<file path="src/rtl/mcmm_pkg.sv">
// Package for the machine configuration memory mapper.
// Holds port addresses, page numbers, codes and shared types.
// No dependencies.
package mcmm_pkg;

    localparam logic [15:0] PORT_MODE   = 16'h24DB;
    localparam logic [15:0] PORT_OPTION = 16'h24DD;
    localparam logic [15:0] PORT_TURBO  = 16'h24DF;
    localparam logic [15:0] PORT_RESET  = 16'h24D9;
    localparam logic [15:0] PORT_ID     = 16'h24D5;

    localparam int PAGE_W    = 6;
    localparam int CFG_IDX_W = 1;

    typedef logic [PAGE_W-1:0] t_page;

    localparam t_page RAM_BASE    = 6'd16;
    localparam t_page ROM_BASE    = 6'd28;
    localparam t_page LOADER_PAGE = 6'd32;

    localparam logic [7:0] HW_ID_RESET  = 8'd8;
    localparam logic [7:0] FW_VER_RESET = 8'd0;
    localparam logic [7:0] READ_IDLE    = 8'hFF;
    localparam logic [1:0] ID_CNT_MAX   = 2'd2;

    typedef enum logic [CFG_IDX_W-1:0] {
        CFG_HW_ID  = 1'b0,
        CFG_FW_VER = 1'b1
    } t_cfg_idx;

    typedef enum logic {
        KIND_WRITE = 1'b0,
        KIND_READ  = 1'b1
    } t_kind;

    typedef enum logic [1:0] {
        MODE_CONFIG = 2'd0,
        MODE_48K    = 2'd1,
        MODE_128K   = 2'd2,
        MODE_PLUS3  = 2'd3
    } t_mode;

    // RAM bank per slot for the +3 all-RAM layouts
    localparam logic [2:0] SPECIAL_LAYOUT [4][4] = '{
        '{3'd0, 3'd1, 3'd2, 3'd3},
        '{3'd4, 3'd5, 3'd6, 3'd7},
        '{3'd4, 3'd5, 3'd6, 3'd3},
        '{3'd4, 3'd7, 3'd6, 3'd3}
    };

    typedef struct packed {
        t_page [3:0] slot;
        logic        wr;
    } t_map;

    typedef struct packed {
        logic [7:0] read_data;
        t_map       map;
        logic       cpu_restart;
        logic       divmmc_enable;
        logic       ulaplus_enable;
        logic       turbo_enable;
        logic       timing_128k;
    } t_result;

endpackage

</file>
<file path="src/rtl/mcmm_ifs.sv">
// Channel interfaces of the machine configuration memory mapper:
// access requests in, mapping results out, register writes.
// Depends on mcmm_pkg.
interface mcmm_in_if;
    logic        valid;
    logic        ready;
    logic        kind;
    logic [15:0] port;
    logic [7:0]  data;
    logic [7:0]  bank_7ffd;
    logic [7:0]  bank_1ffd;

    modport source (output valid, kind, port, data, bank_7ffd, bank_1ffd, input ready);
    modport sink   (input valid, kind, port, data, bank_7ffd, bank_1ffd, output ready);
endinterface

interface mcmm_out_if;
    logic       valid;
    logic       ready;
    logic [7:0] read_data;
    logic [5:0] slot0_page;
    logic [5:0] slot1_page;
    logic [5:0] slot2_page;
    logic [5:0] slot3_page;
    logic       low_writable;
    logic       cpu_restart;
    logic       divmmc_enable;
    logic       ulaplus_enable;
    logic       turbo_enable;
    logic       timing_128k;

    modport source (output valid, read_data, slot0_page, slot1_page, slot2_page,
                    slot3_page, low_writable, cpu_restart, divmmc_enable,
                    ulaplus_enable, turbo_enable, timing_128k, input ready);
    modport sink   (input valid, read_data, slot0_page, slot1_page, slot2_page,
                    slot3_page, low_writable, cpu_restart, divmmc_enable,
                    ulaplus_enable, turbo_enable, timing_128k, output ready);
endinterface

interface mcmm_cfg_if;
    logic                           valid;
    logic                           ready;
    logic [mcmm_pkg::CFG_IDX_W-1:0] index;
    logic [7:0]                     wdata;

    modport source (output valid, index, wdata, input ready);
    modport sink   (input valid, index, wdata, output ready);
endinterface

</file>
<file path="src/rtl/mcmm_map.sv">
// Slot page mapper: physical 16K page per CPU slot and slot 0 write enable
// from the mode byte, boot ROM flag and the two paging bytes.
// Depends on mcmm_pkg.
module mcmm_map (
    input  logic [7:0]     i_mode_byte,
    input  logic           i_boot_rom,
    input  logic [7:0]     i_bank_7ffd,
    input  logic [7:0]     i_bank_1ffd,
    output mcmm_pkg::t_map o_map
);
    import mcmm_pkg::*;

    logic [2:0] ram;
    logic       rom_lo;
    logic [1:0] lay;

    assign ram    = i_bank_7ffd[2:0];
    assign rom_lo = i_bank_7ffd[4];
    assign lay    = i_bank_1ffd[2:1];

    always_comb begin
        o_map.slot[1] = RAM_BASE + 6'd5;
        o_map.slot[2] = RAM_BASE + 6'd2;
        o_map.slot[0] = ROM_BASE;
        o_map.slot[3] = RAM_BASE;
        o_map.wr      = 1'b0;
        unique case (t_mode'(i_mode_byte[7:6]))
            MODE_48K: begin
                o_map.slot[0] = ROM_BASE;
                o_map.slot[3] = RAM_BASE;
            end
            MODE_128K: begin
                o_map.slot[0] = ROM_BASE + {5'd0, rom_lo};
                o_map.slot[3] = RAM_BASE + {3'd0, ram};
            end
            MODE_PLUS3: begin
                if (i_bank_1ffd[0]) begin
                    for (int k = 0; k < 4; k++) begin
                        o_map.slot[k] = RAM_BASE + {3'd0, SPECIAL_LAYOUT[lay][k]};
                    end
                    o_map.wr = 1'b1;
                end else begin
                    o_map.slot[0] = ROM_BASE + {4'd0, i_bank_1ffd[2], rom_lo};
                    o_map.slot[3] = RAM_BASE + {3'd0, ram};
                end
            end
            MODE_CONFIG: begin
                if (i_boot_rom) begin
                    o_map.slot[0] = LOADER_PAGE;
                end else begin
                    o_map.slot[0] = {1'b0, i_mode_byte[4:0]};
                    o_map.wr      = 1'b1;
                end
                o_map.slot[3] = RAM_BASE + 6'd7;
            end
            default: begin
                o_map.wr = 1'b0;
            end
        endcase
    end

endmodule

</file>
<file path="src/rtl/machine_config_memory_mapper.sv">
// Top level of the machine configuration memory mapper.
// Depends on mcmm_pkg, mcmm_ifs (channel interfaces) and mcmm_map.
//
// Use: each request on i_in is one CPU I/O access (port write or read) with
// the current 128K and +3 paging bytes. Control port writes update the mode,
// option and turbo bytes, clear the boot ROM flag or raise a soft or hard
// reset; id port reads return hardware id, firmware version, then 255.
// Every request gives exactly one result on o_out with the read byte, the
// page of each 16K slot, slot 0 write enable and the mode flags, all taken
// after the request's own state update.
// i_cfg writes the hardware id (index 0) and firmware version (index 1);
// it is always ready; it must be written only while no request is in flight, which the block itself does not enforce.
// A request passes through the input register and then the result register;
// the state update and the mapper sit between those two registers. One request
// per cycle is taken while the receiver does not stall.
// When the receiver stalls the result register holds, the input register
// fills behind it, and i_in.ready drops only when both are full.
// Reset: mode, option and turbo bytes cleared, boot ROM mapped, id read
// count cleared, hardware id 8, firmware version 0, both stages empty.
module machine_config_memory_mapper (
    input  logic          i_clk,
    input  logic          i_rst_n,
    mcmm_in_if.sink       i_in,
    mcmm_out_if.source    o_out,
    mcmm_cfg_if.sink      i_cfg
);
    import mcmm_pkg::*;

    logic        r_in_valid;
    logic        r_kind;
    logic [15:0] r_port;
    logic [7:0]  r_data;
    logic [7:0]  r_bank_7ffd;
    logic [7:0]  r_bank_1ffd;

    logic        r_out_valid;
    t_result     r_out;

    logic [7:0]  r_hw_id;
    logic [7:0]  r_fw_ver;
    logic [7:0]  r_mode;
    logic [7:0]  r_option;
    logic [7:0]  r_turbo;
    logic        r_boot_rom;
    logic [1:0]  r_id_cnt;

    logic [7:0]  n_mode;
    logic [7:0]  n_option;
    logic [7:0]  n_turbo;
    logic        n_boot_rom;
    logic [1:0]  n_id_cnt;
    t_result     n_out;
    t_map        map;

    logic        adv;
    logic        in_take;

    assign adv     = r_in_valid && (!r_out_valid || o_out.ready);
    assign in_take = i_in.valid && i_in.ready;

    assign i_in.ready  = !r_in_valid || adv;
    assign i_cfg.ready = 1'b1;

    always_comb begin
        n_mode               = r_mode;
        n_option             = r_option;
        n_turbo              = r_turbo;
        n_boot_rom           = r_boot_rom;
        n_id_cnt             = r_id_cnt;
        n_out.read_data      = READ_IDLE;
        n_out.cpu_restart    = 1'b0;
        if (t_kind'(r_kind) == KIND_WRITE) begin
            priority if (r_port == PORT_MODE) begin
                n_mode     = r_data;
                n_boot_rom = 1'b0;
            end else if (r_port == PORT_OPTION) begin
                n_option = r_data;
            end else if (r_port == PORT_TURBO) begin
                n_turbo = r_data;
            end else if (r_port == PORT_RESET) begin
                n_out.cpu_restart = r_data[0] | r_data[1];
                if (r_data[1]) begin
                    n_boot_rom = 1'b1;
                    n_mode     = 8'd0;
                end
            end else begin
                n_out.cpu_restart = 1'b0;
            end
        end else if (r_port == PORT_ID) begin
            priority if (r_id_cnt == 2'd0) begin
                n_out.read_data = r_hw_id;
            end else if (r_id_cnt == 2'd1) begin
                n_out.read_data = r_fw_ver;
            end else begin
                n_out.read_data = READ_IDLE;
            end
            if (r_id_cnt < ID_CNT_MAX) begin
                n_id_cnt = r_id_cnt + 2'd1;
            end
        end
        n_out.map            = map;
        n_out.divmmc_enable  = n_option[2];
        n_out.ulaplus_enable = n_option[3];
        n_out.turbo_enable   = n_turbo[2];
        n_out.timing_128k    = n_mode[7];
    end

    mcmm_map u_map (
        .i_mode_byte (n_mode),
        .i_boot_rom  (n_boot_rom),
        .i_bank_7ffd (r_bank_7ffd),
        .i_bank_1ffd (r_bank_1ffd),
        .o_map       (map)
    );

    always_ff @(posedge i_clk) begin
        if (!i_rst_n) begin
            r_in_valid  <= 1'b0;
            r_out_valid <= 1'b0;
            r_hw_id     <= HW_ID_RESET;
            r_fw_ver    <= FW_VER_RESET;
            r_mode      <= 8'd0;
            r_option    <= 8'd0;
            r_turbo     <= 8'd0;
            r_boot_rom  <= 1'b1;
            r_id_cnt    <= 2'd0;
        end else begin
            if (i_in.ready) begin
                r_in_valid <= i_in.valid;
            end
            if (adv) begin
                r_out_valid <= 1'b1;
                r_mode      <= n_mode;
                r_option    <= n_option;
                r_turbo     <= n_turbo;
                r_boot_rom  <= n_boot_rom;
                r_id_cnt    <= n_id_cnt;
            end else if (o_out.ready) begin
                r_out_valid <= 1'b0;
            end
            if (i_cfg.valid && i_cfg.ready) begin
                unique case (t_cfg_idx'(i_cfg.index))
                    CFG_HW_ID:  r_hw_id  <= i_cfg.wdata;
                    CFG_FW_VER: r_fw_ver <= i_cfg.wdata;
                    default:    r_hw_id  <= r_hw_id;
                endcase
            end
        end
    end

    always_ff @(posedge i_clk) begin
        if (in_take) begin
            r_kind      <= i_in.kind;
            r_port      <= i_in.port;
            r_data      <= i_in.data;
            r_bank_7ffd <= i_in.bank_7ffd;
            r_bank_1ffd <= i_in.bank_1ffd;
        end
        if (adv) begin
            r_out <= n_out;
        end
    end

    assign o_out.valid          = r_out_valid;
    assign o_out.read_data      = r_out.read_data;
    assign o_out.slot0_page     = r_out.map.slot[0];
    assign o_out.slot1_page     = r_out.map.slot[1];
    assign o_out.slot2_page     = r_out.map.slot[2];
    assign o_out.slot3_page     = r_out.map.slot[3];
    assign o_out.low_writable   = r_out.map.wr;
    assign o_out.cpu_restart    = r_out.cpu_restart;
    assign o_out.divmmc_enable  = r_out.divmmc_enable;
    assign o_out.ulaplus_enable = r_out.ulaplus_enable;
    assign o_out.turbo_enable   = r_out.turbo_enable;
    assign o_out.timing_128k    = r_out.timing_128k;

    a_id_cnt_sat: assert property (@(posedge i_clk) disable iff (!i_rst_n)
        r_id_cnt != 2'd3)
        else $error("id read count past saturation");

    a_mode_write_clears_boot: assert property (@(posedge i_clk) disable iff (!i_rst_n)
        adv && t_kind'(r_kind) == KIND_WRITE && r_port == PORT_MODE
        |=> !r_boot_rom && r_mode == $past(r_data))
        else $error("mode write did not take effect");

    a_loader_read_only: assert property (@(posedge i_clk) disable iff (!i_rst_n)
        r_out_valid && r_out.map.slot[0] == LOADER_PAGE |-> !r_out.map.wr)
        else $error("loader page mapped writable");

    a_stalled_item_holds: assert property (@(posedge i_clk) disable iff (!i_rst_n)
        r_in_valid && !adv |=> r_in_valid && $stable(r_port) && $stable(r_data))
        else $error("pending request lost while stalled");

    a_advance_fills_out: assert property (@(posedge i_clk) disable iff (!i_rst_n)
        adv |=> r_out_valid)
        else $error("result register not loaded");

endmodule

</file>
<file path="src/flat_wrapper.sv">
// flat-port wrapper written by rule: the top's interface ports become plain ports
module machine_config_memory_mapper_flat import mcmm_pkg::*;
  (i_clk, i_rst_n, i_in_valid, i_in_kind, i_in_port, i_in_data, i_in_bank_7ffd, i_in_bank_1ffd, i_in_ready, o_out_valid, o_out_read_data, o_out_slot0_page, o_out_slot1_page, o_out_slot2_page, o_out_slot3_page, o_out_low_writable, o_out_cpu_restart, o_out_divmmc_enable, o_out_ulaplus_enable, o_out_turbo_enable, o_out_timing_128k, o_out_ready, i_cfg_valid, i_cfg_index, i_cfg_wdata, i_cfg_ready);
  mcmm_in_if i_in_i ();
  mcmm_out_if o_out_i ();
  mcmm_cfg_if i_cfg_i ();
  input  logic i_clk;
  input  logic i_rst_n;
  input wire logic [$bits(i_in_i.valid)-1:0] i_in_valid;
  input wire logic [$bits(i_in_i.kind)-1:0] i_in_kind;
  input wire logic [$bits(i_in_i.port)-1:0] i_in_port;
  input wire logic [$bits(i_in_i.data)-1:0] i_in_data;
  input wire logic [$bits(i_in_i.bank_7ffd)-1:0] i_in_bank_7ffd;
  input wire logic [$bits(i_in_i.bank_1ffd)-1:0] i_in_bank_1ffd;
  output wire logic [$bits(i_in_i.ready)-1:0] i_in_ready;
  output wire logic [$bits(o_out_i.valid)-1:0] o_out_valid;
  output wire logic [$bits(o_out_i.read_data)-1:0] o_out_read_data;
  output wire logic [$bits(o_out_i.slot0_page)-1:0] o_out_slot0_page;
  output wire logic [$bits(o_out_i.slot1_page)-1:0] o_out_slot1_page;
  output wire logic [$bits(o_out_i.slot2_page)-1:0] o_out_slot2_page;
  output wire logic [$bits(o_out_i.slot3_page)-1:0] o_out_slot3_page;
  output wire logic [$bits(o_out_i.low_writable)-1:0] o_out_low_writable;
  output wire logic [$bits(o_out_i.cpu_restart)-1:0] o_out_cpu_restart;
  output wire logic [$bits(o_out_i.divmmc_enable)-1:0] o_out_divmmc_enable;
  output wire logic [$bits(o_out_i.ulaplus_enable)-1:0] o_out_ulaplus_enable;
  output wire logic [$bits(o_out_i.turbo_enable)-1:0] o_out_turbo_enable;
  output wire logic [$bits(o_out_i.timing_128k)-1:0] o_out_timing_128k;
  input wire logic [$bits(o_out_i.ready)-1:0] o_out_ready;
  input wire logic [$bits(i_cfg_i.valid)-1:0] i_cfg_valid;
  input wire logic [$bits(i_cfg_i.index)-1:0] i_cfg_index;
  input wire logic [$bits(i_cfg_i.wdata)-1:0] i_cfg_wdata;
  output wire logic [$bits(i_cfg_i.ready)-1:0] i_cfg_ready;
  assign i_in_i.valid = i_in_valid;
  assign i_in_i.kind = i_in_kind;
  assign i_in_i.port = i_in_port;
  assign i_in_i.data = i_in_data;
  assign i_in_i.bank_7ffd = i_in_bank_7ffd;
  assign i_in_i.bank_1ffd = i_in_bank_1ffd;
  assign i_in_ready = i_in_i.ready;
  assign o_out_valid = o_out_i.valid;
  assign o_out_read_data = o_out_i.read_data;
  assign o_out_slot0_page = o_out_i.slot0_page;
  assign o_out_slot1_page = o_out_i.slot1_page;
  assign o_out_slot2_page = o_out_i.slot2_page;
  assign o_out_slot3_page = o_out_i.slot3_page;
  assign o_out_low_writable = o_out_i.low_writable;
  assign o_out_cpu_restart = o_out_i.cpu_restart;
  assign o_out_divmmc_enable = o_out_i.divmmc_enable;
  assign o_out_ulaplus_enable = o_out_i.ulaplus_enable;
  assign o_out_turbo_enable = o_out_i.turbo_enable;
  assign o_out_timing_128k = o_out_i.timing_128k;
  assign o_out_i.ready = o_out_ready;
  assign i_cfg_i.valid = i_cfg_valid;
  assign i_cfg_i.index = i_cfg_index;
  assign i_cfg_i.wdata = i_cfg_wdata;
  assign i_cfg_ready = i_cfg_i.ready;
  machine_config_memory_mapper u_core (.i_clk(i_clk), .i_rst_n(i_rst_n), .i_in(i_in_i), .o_out(o_out_i), .i_cfg(i_cfg_i));
endmodule
</file>
<file path="config.mk">
export PLATFORM = sky130hd
export DESIGN_NAME = machine_config_memory_mapper_flat
export DESIGN_NICKNAME = d
export VERILOG_FILES = /design/src/rtl/mcmm_pkg.sv /design/src/rtl/mcmm_ifs.sv /design/src/rtl/mcmm_map.sv /design/src/rtl/machine_config_memory_mapper.sv /design/src/flat_wrapper.sv
export SDC_FILE = /design/constraint.sdc
export NUM_CORES = 1
export LEC_CHECK = 0
export BUFFER_PORTS_ARGS = -buffer_cell sky130_fd_sc_hd__buf_4
export CORE_MARGIN = 3
export CORE_UTILIZATION = 59
export DETAILED_ROUTE_END_ITERATION = 8
export HOLD_SLACK_MARGIN = 0.02
export PLACE_DENSITY = 0.85
export SLEW_MARGIN = 20
export SYNTH_ARGS = -nofsm -noshare
export SYNTH_HDL_FRONTEND = slang
export SYNTH_HIERARCHICAL = 1
export SYNTH_SLANG_ARGS = --single-unit
</file>
<file path="constraint.sdc">
create_clock -name i_clk -period 5 [get_ports i_clk]
set_clock_uncertainty 0.1 [all_clocks]
set_input_delay 0.5 -clock i_clk [delete_from_list [all_inputs] [get_ports i_clk]]
set_output_delay 0.5 -clock i_clk [all_outputs]
set_load 0.005 [all_outputs]
</file>
; ---- After elaboration in Yosys (flattened, before gate mapping)
; Index checks and enable logic that the tools add are counted.
[word_totals]
register_bits = 107
input_bits = 55
output_inout_bits = 41
elab_cells = 110
[classes]
n_addsub = 8
order_cmp = 2
n_eq_ne = 11
muxes = 34
n_bitwise = 7
n_reduce_logical = 20
[ops]
columns = cell, n
row1 = 16-bit by 14-bit == test with 1-bit output (second input constant), 5
row2 = 8-bit 2-to-1 mux, 8
row3 = 6-bit case mux with 4 select lines, 2
row4 = 5-bit by 3-bit adder with 6-bit output (first input constant), 5
row5 = 12-bit binary-select mux with 2-bit select, 1
row6 = 12-bit 2-to-1 mux, 2
row7 = 6-bit 2-to-1 mux, 3
row8 = 3-bit 2-to-1 mux, 4
row9 = 4-bit 2-to-1 mux, 3
row10 = 1-bit 2-to-1 mux, 10
row11 = 2-bit AND reduction, 4
row12 = 4-bit AND reduction, 2
row13 = 5-bit by 1-bit adder with 6-bit output (first input constant), 1
row14 = 5-bit by 2-bit adder with 6-bit output (first input constant), 1
row15 = 6-bit AND reduction, 1
row16 = 2-bit nonzero test, 3
row17 = 1-bit NOT, 5
row18 = 5-bit AND reduction, 1
row19 = 5-bit OR reduction, 1
row20 = 2-bit by 1-bit == test with 1-bit output (second input constant), 2
row21 = 2-bit == test (second input constant), 2
row22 = 2-bit zero test, 2
row23 = 2-bit by 1-bit inequality test with 1-bit output (second input constant), 2
row24 = 3-bit >= comparator (second input constant), 1
row25 = 8 further kinds, 11

; ---- Logic depth before layout (Yosys ltp)
; Gate-level depths: netlist of run 1.
[depth]
depth_word = 8
mapped_depth = 10
mapped_depth_nobuf = 9

; ---- Hierarchy
; Netlist of run 1, hierarchy kept.
[by_module_without_submodules]
columns = mod, instances, cells_each, area_each_um2, seq_area_each_um2
row1 = machine_config_memory_mapper, 1, 279, 4095.2, 3012.9
row2 = mcmm_map, 1, 57, 376.6, 0.0

; ---- Least setup slack after synthesis of run 1
; OpenSTA, ideal clock, no wires.
[synth_path]
kind = register to register
from = register u_core.r_port[12]
to = register u_core.r_out (netlist bit u_core/o_out.slot0_page[4]) (data pin)
setup_time_ns = 0.259
t_arrival_ns = 2.310
required_time_ns = 4.641
slack_ns = 2.331
path_stages_with_launch = 10
path_buffers = 1
path_cell_list = edfxtp_1 > nor4b_4 > and3_4 > and3_1 > buf_4 > a22o_1 > inv_1 > ha_1 > or2_4 > a211o_1
[synth_rtl]
columns = item, line_no
row1 = from (decl), machine_config_memory_mapper.sv:31  ; logic [15:0] r_port;
row2 = from (signal assigned), machine_config_memory_mapper.sv:154  ; r_port <= i_in.port;
row3 = to (signal assigned), machine_config_memory_mapper.sv:160  ; r_out <= n_out;
row4 = to (decl), machine_config_memory_mapper.sv:37  ; t_result r_out;

==> impl_metrics.env, run 1 <==
export IMPL_status="complete, no violations"
export IMPL_cts_resized=0
export IMPL_post_cts_buffers=0
export IMPL_p_leak_nw=1.89
export IMPL_crit_type="reg2reg"
export IMPL_drtPass1Iterations=4
export IMPL_insertion_delay_ns=0.34
export IMPL_fin_tns_setup_ns=0
export IMPL_clk_path_buf_depth=2
export IMPL_crit_arrival_ns=3.12
export IMPL_dieHeight_um=89.7
export IMPL_setup_ws_ns=1.88
export IMPL_wl_per_cell_um=14.3
export IMPL_cpPeakStageDelay_ns=0.42
export IMPL_design_area_um2=4990
export IMPL_timing_final_crit_share_pct=62.5
export IMPL_start_kind="flop"
export IMPL_whs_ns=0.229
export IMPL_ctsHoldBuffers=0
export IMPL_wirelength_mm=7.21
export IMPL_power_total_mw=1.53
export IMPL_power_density_nw_per_um2=307
export IMPL_cts_root_buf="clkbuf_8"
export IMPL_ios=96
export IMPL_grt_use_total_pct=18.3
export IMPL_utilization_pct=75.9
export IMPL_ir_drop_v=0.000245
export IMPL_place_gp_congestion=0.796
export IMPL_cts_tree="done"
export IMPL_grt_ovfl_total=0
export IMPL_drtIter0Drc=190
export IMPL_most_common_layout_cells="buf_4, edfxtp_1, nand2_1"
export IMPL_maxSlewHeadroom_pct=46.2
export IMPL_dp_slack_ns=1.89
export IMPL_crit_path_end_kind="flop"
export IMPL_instances_no_fill=505
export IMPL_critPathSlowestCell="edfxtp_1"
export IMPL_antenna_found_initial=0
export IMPL_drtAntennaViolNets=0
export IMPL_insertedDiodeCount=0
export IMPL_maxCapViolations=0
export IMPL_vias=2690
export IMPL_grt_max_degree=43
export IMPL_grt_pass1_vias=2547
export IMPL_slew_violations=0
export IMPL_drive_above_1_share_pct=28.2
export IMPL_fmax_ghz=0.320
export IMPL_clock_sinks=100
export IMPL_clk_pin_slew_worst_paths_ns=0.09
export IMPL_post_route_min_period_ns=3.12
export IMPL_io_buffers=84
export IMPL_final_setup_viol_count=0
export IMPL_path_cells="nor4b_4, and3_4, and3_1, a22o_1, inv_1, ha_1, or2_4, a211o_1"
export IMPL_die_area_um2=8050
export IMPL_required_ns=4.99
export IMPL_grt_pass1_wl_mm=12.0
export IMPL_area_growth_synth_to_final_pct=20.6
export IMPL_rows=29
export IMPL_start_util_pct=62.9
export IMPL_crit_fanout=12
export IMPL_nNetsFinal=470
export IMPL_core_um2=6570
export IMPL_syn_cell_area_um2=4130
export IMPL_hold_viol_final=0
export IMPL_dp_cells=489
export IMPL_mostFrequentLayoutCell="buf_4"
export IMPL_placed_area_um2=4790
export IMPL_worst_slew_pin_slew_ns=0.806
export IMPL_rsz0062_at_grt="false"
export IMPL_viasPerCell=5.33
export IMPL_cts_buffers=9
export IMPL_die_x_um=89.7
export IMPL_htree_levels=3
export IMPL_syn_area_per_cell_um2=12.8
export IMPL_hp_class="in2reg"
export IMPL_yosys_warnings=6
export IMPL_dp_hpwl_mm=5.09
export IMPL_syn_inst=323
export IMPL_drcViolationCount=0
-- layout make-up --
class / count / area, um^2
clock inverter: 5 / 60.1
inverter: 8 / 30.0
sequential: 100 / 2690
fill: 425 / 1580
multi-input combinational: 202 / 1300
clock buffer: 11 / 141
tap: 93 / 116
timing repair buffer: 86 / 646
-- report_power, final --
| part | internal (mW) | switching (mW) |
|---|---|---|
| registers | 0.916 | 0.0182 |
| clock network | 0.247 | 0.263 |
| logic | 0.0427 | 0.0437 |
-- worst max-delay path: cells and delay by family (launching register included) --
kind	cells	cell delay, ns
fa+ha+maj	1	0.28
flops	1	0.42
simple gates	4	1.40
compound gates	2	0.57
buf+inv	1	0.11
-- registers in the layout, indices dropped and copies added, names as in the netlist, 2 cells and up --
register                 flops
u_core/r_mode                7
u_core/r_port               16
u_core/o_out.slot1_page      6
u_core/o_out.slot2_page      6
u_core/r_fw_ver              8
u_core/r_bank_1ffd           3
u_core/r_data                7
u_core/r_id_cnt              2
u_core/r_hw_id               8
u_core/o_out.slot3_page      6
u_core/o_out.slot0_page      6
u_core/o_out.read_data       8
u_core/r_option              2
u_core/r_bank_7ffd           4
-- layer usage --
| layer | up-vias | GRT usage (%) | wire length [um] |
|---|---|---|---|
| met5 | - | 0 | 0 |
| met4 | 0 | 7.15 | 81 |
| met3 | 8 | 4.26 | 403 |
| met2 | 81 | 30.3 | 3580 |
| met1 | 1270 | 23.4 | 3140 |
| li1 | 1331 | - | - |
-- final timing paths --
kind,from,endpoint,slack [ns],depth (start not counted)
setup / recovery,u_core/r_port[9],u_core/o_out.slot0_page[4],1.88,8
hold / removal,i_in_port[6],u_core/r_port[6],0.23,1
setup reg to reg,u_core/r_port[9],u_core/o_out.slot0_page[4],1.88,8
hold reg to reg,u_core/r_hw_id[1],u_core/r_hw_id[1],0.36,2
Note: power is estimated with default switching activity, not from simulation.
==> run 2, diff against run 1 <==
--- a/config.mk
+++ b/config.mk
@@ -7,10 +7,10 @@
 export LEC_CHECK = 0
 export BUFFER_PORTS_ARGS = -buffer_cell sky130_fd_sc_hd__buf_4
 export CORE_MARGIN = 3
-export CORE_UTILIZATION = 59
+export CORE_UTILIZATION = 55
 export DETAILED_ROUTE_END_ITERATION = 8
 export HOLD_SLACK_MARGIN = 0.02
-export PLACE_DENSITY = 0.85
+export PLACE_DENSITY = 0.8
 export SLEW_MARGIN = 20
 export SYNTH_ARGS = -nofsm -noshare
 export SYNTH_HDL_FRONTEND = slang
==> constraint.sdc (replaced) <==
create_clock -name i_clk -period 3.05 [get_ports i_clk]
set_clock_uncertainty 0.1 [all_clocks]
set_input_delay 0.305 -clock i_clk [delete_from_list [all_inputs] [get_ports i_clk]]
set_output_delay 0.305 -clock i_clk [all_outputs]
set_load 0.005 [all_outputs]
==> run 2 against run 1 <==
Against the previous run:
- first-iteration DRC count down 26%
- worst setup slack got worse by 1.6 ns
- sequential share of layout area is 3.5 points lower
- critical endpoint is now u_core/o_out.slot0_page[3]
==> impl_metrics.env, run 2 (synthesis gave the netlist of run 1 again) <==
export IMPL_vias=2802
export IMPL_viasPerCell=5.18
export IMPL_grt_pass1_wl_mm=12.2
export IMPL_p_comb_share_pct=6.7
export IMPL_insertedDiodeCount=0
export IMPL_area_growth_synth_to_final_pct=29.1
export IMPL_max_flop_register="u_core/r_port"
export IMPL_post_route_min_period_ns=2.80
export IMPL_clock_sinks=100
export IMPL_start_util_pct=58.9
export IMPL_crit_path_end_kind="flop"
export IMPL_regToRegEndpoint="u_core/o_out.slot0_page[3]"
export IMPL_crit_arrival_ns=2.81
export IMPL_hp_class="in2reg"
export IMPL_cts_tree="done"
export IMPL_power_share_clock_pct=34.8
export IMPL_dieHeight_um=92.7
export IMPL_maxCapViolations=0
export IMPL_grt_use_total_pct=18.4
export IMPL_hold_depth=1
export IMPL_crit_type="reg2reg"
export IMPL_drive_above_1_share_pct=27.0
export IMPL_timing_final_crit_share_pct=91.8
export IMPL_slew_violations=0
export IMPL_rr_worst_depth=8
export IMPL_drtPass1Iterations=4
export IMPL_cpPeakStageDelay_ns=0.43
export IMPL_critPathSlowestCell="edfxtp_1"
export IMPL_wirelength_mm=7.72
export IMPL_ir_drop_v=0.000330
export IMPL_required_ns=3.06
export IMPL_fin_tns_setup_ns=0
export IMPL_mostFrequentLayoutCell="buf_4"
export IMPL_p_sw_share_pct=21.0
export IMPL_design_area_um2=5340
export IMPL_placed_area_um2=4810
export IMPL_cts_buffers=9
export IMPL_most_common_layout_cells="buf_4, edfxtp_1, nand2_1"
export IMPL_rows=30
export IMPL_worstHoldStart="i_in_data[3]"
export IMPL_power_total_mw=2.61
export IMPL_antenna_found_initial=0
export IMPL_io_buffers=84
export IMPL_start_kind="flop"
export IMPL_grt_max_degree=41
export IMPL_final_setup_viol_count=0
export IMPL_htree_levels=3
export IMPL_die_x_um=92.7
export IMPL_status="complete, no violations"
export IMPL_drtAntennaViolNets=0
export IMPL_min_delay_worst_endpoint="u_core/r_data[3]"
export IMPL_internal_power_mw=2.06
export IMPL_ios=96
export IMPL_core_um2=7020
export IMPL_fmax_ghz=0.357
export IMPL_cts_root_buf="clkbuf_8"
export IMPL_insertion_delay_ns=0.36
export IMPL_place_gp_congestion=0.864
export IMPL_largest_reg_flops=16
export IMPL_clk_pin_slew_worst_paths_ns=0.09
export IMPL_r2r_start="u_core/r_port[9]"
export IMPL_maxSlewHeadroom_pct=43.9
export IMPL_clk_path_buf_depth=2
export IMPL_dp_hpwl_mm=5.18
export IMPL_hold_viol_final=0
export IMPL_power_density_nw_per_um2=490
export IMPL_grt_pass1_vias=2606
export IMPL_drcViolationCount=0
export IMPL_nNetsFinal=503
export IMPL_grt_ovfl_total=0
export IMPL_power_switching_mw=0.550
export IMPL_wl_per_cell_um=14.3
export IMPL_sequentialPowerShare_pct=58.5
export IMPL_crit_fanout=11
export IMPL_die_area_um2=8590
export IMPL_r2r_setup_slack_ns=0.25
export IMPL_p_leak_nw=2.04
export IMPL_rsz0062_at_grt="false"
export IMPL_worst_slew_pin_slew_ns=0.840
export IMPL_path_cells="nor4b_4, and3_4, buf_4, nand2_2, a22o_1, ha_1, or2_4, a211o_1"
export IMPL_drtIter0Drc=141
-- run 2: cell count changes in the layout (fill, tap and decap cells not counted), sizes merged --
cell	previous run	this run
buf	86	89
bufinv	1	2
clkbuf	11	9
dlygate4sd3	0	30
inv	8	9
-- run 2: layout make-up --
class / instances / area, um^2
timing repair buffer: 119 / 968
inverter: 8 / 30.0
tap: 96 / 120
multi-input combinational: 202 / 1300
fill: 445 / 1680
sequential: 100 / 2690
clock buffer: 9 / 124
clock inverter: 7 / 98.8
-- run 2: per-layer routing --
layer	vias to the layer above	GRT usage (%)	routed length, um
li1	1391	-	-
met1	1289	23.3	3260
met2	103	30.0	3820
met3	19	4.31	476
met4	0	8.55	174
met5	-	0	0
-- run 2: power by group through the flow --
| stage | registers (mW) | clock network (mW) | logic [mW] |
|---|---|---|---|
| detailed placement | 1.56 | 0 | 0.143 |
| CTS | 1.53 | 0.933 | 0.173 |
| floorplan | 1.55 | 0 | 0.0735 |
| global route | 1.54 | 0.983 | 0.191 |
| global placement | 1.56 | 0 | 0.139 |
| finish | 1.53 | 0.909 | 0.175 |
-- run 2: per-stage QoR --
stage / worst slack [ns] / hold WS [ns] / std cells / utilization, %
final: 0.249 / 0.0444 / 541 / 76.0
after global routing: 0.124 / 0.0207 / 541 / 76.0
after CTS: 0.256 / 0.0212 / 540 / 75.9
after detailed placement: 0.284 / 0.348 / 495 / 68.6
after global placement: 0.320 / 0.345 / 495 / 68.6
after floorplan: 0.388 / 0.277 / 333 / -
-- run 2: how the worst max path moves through the flow --
| stage | slack, ns | cells after the start | startpoint | to |
|---|---|---|---|---|
| 6_report | 0.25 | 8 | u_core/r_port[9] | u_core/o_out.slot0_page[3] |
| 5_1_grt | 0.12 | 8 | u_core/r_port[12] | u_core/o_out.slot0_page[3] |
| 4_1_cts | 0.26 | 8 | u_core/r_port[12] | u_core/o_out.slot0_page[2] |
| 3_5_place_dp | 0.28 | 8 | u_core/r_port[12] | u_core/o_out.slot0_page[2] |
| 3_3_place_gp | 0.32 | 8 | u_core/r_port[9] | u_core/o_out.slot0_page[4] |
| 2_1_floorplan | 0.39 | 9 | u_core/r_port[12] | u_core/o_out.slot0_page[4] |
-- run 2: worst max-delay path, delay by kind of cell (launching register included) --
kind                     cells  cell delay, ns
AO/OA/AOI/OAI                2            0.53
adder cells (fa/ha/maj)      1            0.26
buffers and inverters        1            0.18
flip-flops                   1            0.43
AND/OR/NAND/NOR              4            1.05
-- run 2: timing repair --
action / in CTS / in global routing
resized for setup: 0 / 0
endpoints found under the hold margin: 29 / 1
setup buffers: 0 / 0
hold buffers: 29 / 1
